==> src/wsdf_pkg.sv <==
// Shared types and constants for the WebSocket frame deframer.
// No dependencies; imported by every module of the block.
package wsdf_pkg;

  localparam int LENGTH_BITS_DEF = 64;

  // decoupling queue between header parser and message stage
  localparam int Q_DEPTH = 2;
  localparam int QPTR_W  = (Q_DEPTH > 1) ? $clog2(Q_DEPTH) : 1;
  localparam int QCNT_W  = $clog2(Q_DEPTH + 1);

  typedef enum logic [2:0] {
    PH_HDR0 = 3'd0,
    PH_LEN  = 3'd1,
    PH_EXT  = 3'd2,
    PH_KEY  = 3'd3,
    PH_DATA = 3'd4,
    PH_ERR  = 3'd5
  } phase_t;

  // event codes; message types 1..5 share the same encoding
  localparam logic [2:0] EV_NONE   = 3'd0;
  localparam logic [2:0] EV_TEXT   = 3'd1;
  localparam logic [2:0] EV_BINARY = 3'd2;
  localparam logic [2:0] EV_CLOSE  = 3'd3;
  localparam logic [2:0] EV_PING   = 3'd4;
  localparam logic [2:0] EV_PONG   = 3'd5;
  localparam logic [2:0] EV_ERROR  = 3'd6;

  localparam logic [3:0] OPC_CONT   = 4'h0;
  localparam logic [3:0] OPC_TEXT   = 4'h1;
  localparam logic [3:0] OPC_BINARY = 4'h2;
  localparam logic [3:0] OPC_CLOSE  = 4'h8;
  localparam logic [3:0] OPC_PING   = 4'h9;
  localparam logic [3:0] OPC_PONG   = 4'hA;

  localparam logic [6:0] LEN_EXT16   = 7'd126;
  localparam logic [6:0] LEN_EXT64   = 7'd127;
  localparam logic [3:0] EXT16_BYTES = 4'd2;
  localparam logic [3:0] EXT64_BYTES = 4'd8;

  // one classified word handed from parser to message stage
  typedef struct packed {
    logic       is_data;
    logic       is_end;
    logic       is_err;
    logic [2:0] mtype;
    logic [7:0] data;
  } op_t;

endpackage

==> src/wsdf_front.sv <==
// Frame header parser: phase tracking, length, mask key and unmasking.
// Depends on wsdf_pkg. Emits classified words (data, final end, error).
module wsdf_front import wsdf_pkg::*; #(
  parameter int LENGTH_BITS = LENGTH_BITS_DEF
) (
  input  logic       clk,
  input  logic       rst,
  input  logic       in_valid,
  output logic       in_ready,
  input  logic [7:0] stream_byte,
  input  logic       q_full,
  output logic       push,
  output op_t        op
);

  phase_t                 phase, phase_next;
  logic                   go;
  logic                   final_flag;
  logic                   masked;
  logic [2:0]             msg_type;
  logic [LENGTH_BITS-1:0] br;
  logic [LENGTH_BITS-1:0] br_shift;
  logic [LENGTH_BITS-1:0] br_dec;
  logic [3:0]             lbl;
  logic [3:0]             lbl_dec;
  logic [7:0]             mask_key [4];
  logic [1:0]             mpos;
  logic [6:0]             l7;
  logic                   is_ext;
  logic                   hdr_ok;
  logic [2:0]             hdr_type;
  logic                   frame_end;
  logic [7:0]             data_unmasked;

  assign in_ready = !q_full;
  assign go       = in_valid && in_ready;
  assign l7       = stream_byte[6:0];
  assign is_ext   = (l7 == LEN_EXT16) || (l7 == LEN_EXT64);
  assign br_shift = {br[LENGTH_BITS-9:0], stream_byte};
  assign br_dec   = br - LENGTH_BITS'(1);
  assign lbl_dec  = lbl - 4'd1;
  assign data_unmasked = masked ? (stream_byte ^ mask_key[mpos]) : stream_byte;

  // opcode / continuation check on the first header byte
  always_comb begin
    hdr_type = EV_NONE;
    hdr_ok   = (stream_byte[6:4] == 3'b000);
    case (stream_byte[3:0])
      OPC_CONT:   if (msg_type == EV_NONE) hdr_ok = 1'b0;
      OPC_TEXT:   hdr_type = EV_TEXT;
      OPC_BINARY: hdr_type = EV_BINARY;
      OPC_CLOSE:  hdr_type = EV_CLOSE;
      OPC_PING:   hdr_type = EV_PING;
      OPC_PONG:   hdr_type = EV_PONG;
      default:    hdr_ok = 1'b0;
    endcase
    if (stream_byte[3:0] != OPC_CONT && msg_type != EV_NONE) hdr_ok = 1'b0;
  end

  // this byte closes the current frame
  always_comb begin
    frame_end = 1'b0;
    case (phase)
      PH_LEN:  frame_end = !is_ext && !stream_byte[7] && (l7 == 7'd0);
      PH_EXT:  frame_end = (lbl_dec == 4'd0) && !masked && (br_shift == '0);
      PH_KEY:  frame_end = (mpos == 2'd3) && (br == '0);
      PH_DATA: frame_end = (br_dec == '0);
      default: frame_end = 1'b0;
    endcase
  end

  always_comb begin
    phase_next = phase;
    if (go) begin
      case (phase)
        PH_HDR0: phase_next = hdr_ok ? PH_LEN : PH_ERR;
        PH_LEN: begin
          if (is_ext)              phase_next = PH_EXT;
          else if (stream_byte[7]) phase_next = PH_KEY;
          else if (l7 == 7'd0)     phase_next = PH_HDR0;
          else                     phase_next = PH_DATA;
        end
        PH_EXT: begin
          if (lbl_dec != 4'd0)     phase_next = PH_EXT;
          else if (masked)         phase_next = PH_KEY;
          else if (br_shift == '0) phase_next = PH_HDR0;
          else                     phase_next = PH_DATA;
        end
        PH_KEY: begin
          if (mpos != 2'd3)  phase_next = PH_KEY;
          else if (br == '0) phase_next = PH_HDR0;
          else               phase_next = PH_DATA;
        end
        PH_DATA: phase_next = (br_dec == '0) ? PH_HDR0 : PH_DATA;
        default: phase_next = phase;
      endcase
    end
  end

  always_comb begin
    op.is_err  = (phase == PH_HDR0) && !hdr_ok;
    op.is_data = (phase == PH_DATA);
    op.is_end  = frame_end && final_flag;
    op.mtype   = msg_type;
    op.data    = data_unmasked;
    push       = go && (op.is_err || op.is_data || op.is_end);
  end

  always_ff @(posedge clk) begin
    if (rst) begin
      phase      <= PH_HDR0;
      final_flag <= 1'b0;
      masked     <= 1'b0;
      msg_type   <= EV_NONE;
      br         <= '0;
      lbl        <= 4'd0;
      mpos       <= 2'd0;
      for (int i = 0; i < 4; i++) mask_key[i] <= 8'd0;
    end else begin
      phase <= phase_next;
      if (go) begin
        case (phase)
          PH_HDR0: begin
            if (hdr_ok) begin
              if (hdr_type != EV_NONE) msg_type <= hdr_type;
              final_flag <= stream_byte[7];
            end
          end
          PH_LEN: begin
            masked <= stream_byte[7];
            if (is_ext) begin
              br  <= '0;
              lbl <= (l7 == LEN_EXT16) ? EXT16_BYTES : EXT64_BYTES;
            end else begin
              br  <= LENGTH_BITS'(l7);
              lbl <= 4'd0;
              if (stream_byte[7]) mpos <= 2'd0;
            end
          end
          PH_EXT: begin
            br  <= br_shift;
            lbl <= lbl_dec;
            if (lbl_dec == 4'd0 && masked) mpos <= 2'd0;
          end
          PH_KEY: begin
            mask_key[mpos] <= stream_byte;
            mpos           <= mpos + 2'd1;
          end
          PH_DATA: begin
            br <= br_dec;
            if (masked) mpos <= mpos + 2'd1;
          end
          default: ;
        endcase
        if (frame_end && final_flag) msg_type <= EV_NONE;
      end
    end
  end

endmodule

==> src/wsdf_queue.sv <==
// Short FIFO of classified words between parser and message stage.
// Depends on wsdf_pkg (op_t, Q_DEPTH).
module wsdf_queue import wsdf_pkg::*; (
  input  logic clk,
  input  logic rst,
  input  logic push,
  input  op_t  wr_op,
  input  logic pop,
  output op_t  rd_op,
  output logic full,
  output logic not_empty
);

  op_t               slots [Q_DEPTH];
  logic [QPTR_W-1:0] wr_ptr;
  logic [QPTR_W-1:0] rd_ptr;
  logic [QCNT_W-1:0] count;

  assign full      = (count == QCNT_W'(Q_DEPTH));
  assign not_empty = (count != '0);
  assign rd_op     = slots[rd_ptr];

  always_ff @(posedge clk) begin
    if (push) slots[wr_ptr] <= wr_op;
  end

  always_ff @(posedge clk) begin
    if (rst) begin
      wr_ptr <= '0;
      rd_ptr <= '0;
      count  <= '0;
    end else begin
      if (push) wr_ptr <= (wr_ptr == QPTR_W'(Q_DEPTH - 1)) ? '0 : wr_ptr + QPTR_W'(1);
      if (pop)  rd_ptr <= (rd_ptr == QPTR_W'(Q_DEPTH - 1)) ? '0 : rd_ptr + QPTR_W'(1);
      case ({push, pop})
        2'b10:   count <= count + QCNT_W'(1);
        2'b01:   count <= count - QCNT_W'(1);
        default: count <= count;
      endcase
    end
  end

endmodule

==> src/wsdf_back.sv <==
// Message stage: close-code capture, end events and the output register.
// Depends on wsdf_pkg; takes words from wsdf_queue.
module wsdf_back import wsdf_pkg::*; (
  input  logic        clk,
  input  logic        rst,
  input  logic        q_valid,
  input  op_t         q_op,
  output logic        q_pop,
  output logic        out_valid,
  input  logic        out_ready,
  output logic        has_byte,
  output logic [7:0]  payload_byte,
  output logic [2:0]  event_kind,
  output logic [15:0] close_code
);

  logic [1:0]  msg_cnt;
  logic [15:0] close_bytes;
  logic [1:0]  cnt_d;
  logic [15:0] close_d;
  logic        has_d;
  logic [2:0]  kind_d;
  logic [15:0] code_d;
  logic        produce;

  always_comb begin
    cnt_d   = msg_cnt;
    close_d = close_bytes;
    if (q_op.is_data) begin
      if (msg_cnt < 2'd2) close_d = {close_bytes[7:0], q_op.data};
      if (msg_cnt != 2'd3) cnt_d = msg_cnt + 2'd1;
    end
    has_d  = q_op.is_data && (q_op.mtype == EV_TEXT || q_op.mtype == EV_BINARY);
    kind_d = q_op.is_err ? EV_ERROR : (q_op.is_end ? q_op.mtype : EV_NONE);
    code_d = (q_op.is_end && q_op.mtype == EV_CLOSE && cnt_d == 2'd2) ? close_d : 16'd0;
    produce = has_d || (kind_d != EV_NONE);
  end

  assign q_pop = q_valid && (!out_valid || out_ready);

  always_ff @(posedge clk) begin
    if (rst) begin
      out_valid   <= 1'b0;
      msg_cnt     <= 2'd0;
      close_bytes <= 16'd0;
    end else begin
      if (q_pop) begin
        out_valid <= produce;
        if (q_op.is_end) begin
          msg_cnt     <= 2'd0;
          close_bytes <= 16'd0;
        end else begin
          msg_cnt     <= cnt_d;
          close_bytes <= close_d;
        end
      end else if (out_ready) begin
        out_valid <= 1'b0;
      end
    end
  end

  always_ff @(posedge clk) begin
    if (q_pop && produce) begin
      has_byte     <= has_d;
      payload_byte <= has_d ? q_op.data : 8'd0;
      event_kind   <= kind_d;
      close_code   <= code_d;
    end
  end

endmodule

==> src/websocket_frame_deframer_core.sv <==
// WebSocket frame deframer, top level.
// Depends on wsdf_pkg, wsdf_front, wsdf_queue and wsdf_back.
//
// Input channel: one stream byte per word on stream_byte, valid/ready.
// Output channel: one result word (has_byte, payload_byte, event_kind,
// close_code), valid/ready. Header, length, mask key and control-frame
// payload bytes produce no word; text/binary payload bytes and end events
// of final frames do, and a protocol error produces one word, after which
// the parser ignores the stream until reset.
// Throughput: one byte per cycle while no output stall backs up the queue.
// The header parser handles every byte as it is accepted; the message
// stage pops one queued word per cycle while the output word is not stalled.
// The parser is combinational; a result word passes a queue slot, then
// the output register.
// Reset (synchronous, active high) returns the parser to the first header
// byte, empties the two-word queue and drops any pending result.
// When the receiver stalls, the output word holds; the queue absorbs two
// more words before in_ready falls.
module websocket_frame_deframer_core import wsdf_pkg::*; #(
  parameter int LENGTH_BITS = LENGTH_BITS_DEF
) (
  input  logic        clk,
  input  logic        rst,
  input  logic        in_valid,
  output logic        in_ready,
  input  logic [7:0]  stream_byte,
  output logic        out_valid,
  input  logic        out_ready,
  output logic        has_byte,
  output logic [7:0]  payload_byte,
  output logic [2:0]  event_kind,
  output logic [15:0] close_code
);

  logic q_full;
  logic q_push;
  logic q_pop;
  logic q_valid;
  op_t  wr_op;
  op_t  rd_op;

  wsdf_front #(.LENGTH_BITS(LENGTH_BITS)) u_front (
    .clk        (clk),
    .rst        (rst),
    .in_valid   (in_valid),
    .in_ready   (in_ready),
    .stream_byte(stream_byte),
    .q_full     (q_full),
    .push       (q_push),
    .op         (wr_op)
  );

  wsdf_queue u_queue (
    .clk      (clk),
    .rst      (rst),
    .push     (q_push),
    .wr_op    (wr_op),
    .pop      (q_pop),
    .rd_op    (rd_op),
    .full     (q_full),
    .not_empty(q_valid)
  );

  wsdf_back u_back (
    .clk         (clk),
    .rst         (rst),
    .q_valid     (q_valid),
    .q_op        (rd_op),
    .q_pop       (q_pop),
    .out_valid   (out_valid),
    .out_ready   (out_ready),
    .has_byte    (has_byte),
    .payload_byte(payload_byte),
    .event_kind  (event_kind),
    .close_code  (close_code)
  );

endmodule

==> config.mk <==
export PLATFORM = sky130hd
export DESIGN_NAME = websocket_frame_deframer_core
export DESIGN_NICKNAME = d
export VERILOG_FILES = /design/src/wsdf_pkg.sv /design/src/wsdf_front.sv /design/src/wsdf_queue.sv /design/src/wsdf_back.sv /design/src/websocket_frame_deframer_core.sv
export SDC_FILE = /design/constraint.sdc
export NUM_CORES = 1
export LEC_CHECK = 0
export BUFFER_PORTS_ARGS = -buffer_cell sky130_fd_sc_hd__buf_4
export CORE_MARGIN = 4
export CORE_UTILIZATION = 40
export DETAILED_ROUTE_END_ITERATION = 10
export RECOVER_POWER = 25
export SETUP_SLACK_MARGIN = 0.2
export SYNTH_ARGS = -nofsm -noshare
export SYNTH_HDL_FRONTEND = slang
export SYNTH_SLANG_ARGS = --single-unit
==> constraint.sdc <==
create_clock -name clk -period 8.4 [get_ports clk]
set_input_delay 0.42 -clock clk [delete_from_list [all_inputs] [get_ports clk]]
set_output_delay 0.42 -clock clk [all_outputs]
set_load 0.05 [all_outputs]
==> results.md <==
- Status: finished with violations
- Failing checks: capacitance limit, slew limit
- Initial core utilization: 41.1%
- Syn nets: 1266
- Total core area: 0.0263 mm2
- Netlist cell types: 70
- Fin. Hold Viols: 0
- Static Leak: 3.97 nW
- Antenna cell count: 0
- Post-synth ARST share: 0%
- Number of synthesized flops with an enable pin: 88
- DRC errors left: 0
- Worst Path Required: 8.68 ns
- IO Pins: 42
- RePlAce Congestion: 0.957
- Worst-Margin Slew: 1.81 ns
- Max Cap Violations: 1
- Clock root cell: clkbuf_16
- Ys Warns: 0
- Num CTS Buffers: 17
- Drt pass-1 iters: 6
- H-tree depth: 4
- Worst skew pair latency: 0.44 ns
- Slew headroom: -20.8%
- Period utilization: 52.1%
- Filler cell count: 2588
- Vias in the first global route: 8896
- Reg clk slew, reported paths: 0.08 ns
- Routed wire length: 30600 um
- Fin nets: 1232
- Total number of vias: 9597
- Post-synthesis sequential area ratio: 43.8%
- Yosys reg bits: 192
- Utilization after layout: 44.5%
- CP Capture Type: flop
- Most common cell in the netlist: nor2_1
- Layout cells sized above 1: 7.67%
- Rows: 59
- Class of the worst hold path: primary input to flop
- Synthesized cell area: 0.0108 mm2
- Fin Clk Skew: 0.0133 ns
- Synthesized instance count: 1247
- Initial antenna violation count: 1
- Slew Viols, Final: 46
- Final setup TNS: 0 ns
- Pwr/cell area: 384 mW/mm2
- Final Setup Violations: 0
- DR iter-0 viols: 1026
- Die area: 0.0297 mm2
- Arrival time worst endpoint: 4.65 ns
- Clk buf depth: 2
- Synth Flop Type: dfxtp_1
- Total grt overflow: 0
- PortBufs: 41
- Share of the synthesized area in the top cell type: 24.5%
- Worst setup SP type: flop
- Final min period: 4.37 ns
- Syn_area_per_cell: 8.66 um2
- Drt wl/cell: 19.6 um
- Clk sinks: 192
- Kind of critical path: flop to flop
- Critical path peak fanout: 15
- Mean number of vias per cell: 6.15
- Hpwl dp: 20500 um
- GRT Resource Usage Total: 20.6%
- Commonest cells post-synth: nor2_1, dfxtp_1, clkbuf_1, nand2_1, edfxtp_1
- First-pass GRT wire length: 49000 um
- PostCTS Resize Cnt: 0
- Chip width: 172 um
- Detail Route Antenna Nets: 0
- Max Freq: 229 MHz
- Largest net degree at the start of global routing: 76
- RSZ-0062 raised after global routing: no
- Area grow syn2layout: 8.38%
- Top post-synthesis cells by area: edfxtp_1, dfxtp_1, nor2_1
- Hold-fix buffers, CTS: 0
- Yosys top cell by area: edfxtp_1
- Maximum vdd drop: 183 uV
- Post-CTS setup buffers: 0
- CTS tree: yes
- Chip height: 172 um
[final cells by class]
cell class | instances | area, um2 | area share (%)
multi-input combinational | 932 | 5610 | 48.0
clock buffer | 17 | 425 | 3.64
sequential | 192 | 4720 | 40.4
clock inverter | 15 | 178 | 1.52
inverter | 18 | 67.6 | 0.578
tap | 335 | 419 | 3.58
timing repair buffer | 52 | 270 | 2.31
[report_power, final]
group | total (mW) | internal, mW | switching [mW] | leakage (nW)
combinational | 2.29 | 0.687 | 1.61 | 1.97
sequential | 1.37 | 1.18 | 0.192 | 1.71
clock | 0.823 | 0.404 | 0.419 | 0.289
[per-layer routing]
metal	GRT usage (%)	up-vias	part of all wire, %
li1	-	4554	-
met1	29.2	4562	45
met2	32.6	420	45
met3	3.22	59	7.0
met4	6.15	2	2.1
met5	0	-	0.042
[placed cells by master (no fill, tap or decap), types with 5 or more instances in the layout]
cell type	Yosys	routed
dfxtp_1	104	104
a22oi_1	22	22
a21o_1	5	5
or3_1	19	19
and3_1	6	6
nor4_1	57	57
xnor2_1	27	27
nand2_1	89	88
a21oi_1	87	86
o211ai_1	9	9
inv_1	16	17
mux2i_1	16	16
nor2_1	177	177
nor3_1	67	66
nand3_1	25	25
nor4b_1	7	7
inv_8	0	6
clkinv_8	0	5
nor2b_1	10	10
a32o_1	5	5
a211oi_1	21	21
o21ai_1	6	6
or2_2	16	16
mux4_2	8	8
edfxtp_1	88	88
a31oi_1	7	7
nand2b_1	7	7
a221oi_1	15	15
buf_4	0	20
xor2_1	18	18
nand4_1	25	25
or4_1	14	14
o21ai_0	52	52
ha_1	7	7
and2_1	35	34
clkbuf_1	93	32
o31ai_1	14	13
clkbuf_16	0	17
[stage by stage]
| stage | area [um2] | setup WS, ns | power, mW | instances | hold slack, ns |
|---|---|---|---|---|---|
| after global routing | 11700 | 3.74 | 4.77 | 1561 | 0.344 |
| after floorplan | 10800 | 4.74 | 3.06 | 1247 | 0.431 |
| after global placement | 11200 | 4.27 | 3.70 | 1529 | 0.474 |
| after CTS | 11800 | 4.12 | 4.52 | 1561 | 0.315 |
| after detailed placement | 11200 | 4.17 | 3.69 | 1529 | 0.475 |
| final | 11700 | 4.03 | 4.49 | 1561 | 0.335 |
[cell families (layout without fill, tap and decap cells)]
family	after synthesis	in the layout	share of synthesized area, %
and+or+nand+nor	581	581	27.6
AOI/OAI and AO/OA	273	273	16.3
DFF	192	192	43.8
buffers and inverters	123	102	4.52
xor gates and xnor gates	45	45	3.65
muxes	26	26	3.36
adders and majority gates	7	7	0.811
[critical path, cell delays in order, from the launching register on]
cell and delay (ns):
dfxtp_1 0.38, nor4_1 0.76, nand4b_1 0.76, or4_4 0.82
or3_1 0.37, xor2_1 0.24, or4b_1 0.48, nor3b_2 0.17
a41o_1 0.25
[sequential cells by signal, indices dropped and copies added (netlist names), 3 cells and up, named ones only]
| register | cells |
|---|---|
| u_front.br | 64 |
| u_front.mask_key | 32 |
| u_queue.slots | 28 |
| u_back.close_bytes | 16 |
| u_back.close_code | 16 |
| u_back.payload_byte | 8 |
| u_front.lbl | 4 |
| u_back.event_kind | 3 |
| u_front.msg_type | 3 |
| u_front.phase | 3 |
[path summary, 6_finish.rpt]
| kind | slack [ns] | to | cells past startpoint | from |
|---|---|---|---|---|
| hold / removal | 0.34 | u_back.out_valid | 3 | out_ready |
| setup / recovery | 4.03 | u_queue.slots[1][12] | 8 | u_front.br[10] |
| hold reg to reg | 0.49 | u_queue.slots[0][8] | 0 | u_front.msg_type[0] |
| setup reg to reg | 4.03 | u_queue.slots[1][12] | 8 | u_front.br[10] |
No activity file was read; power rests on OpenSTA's default activity.
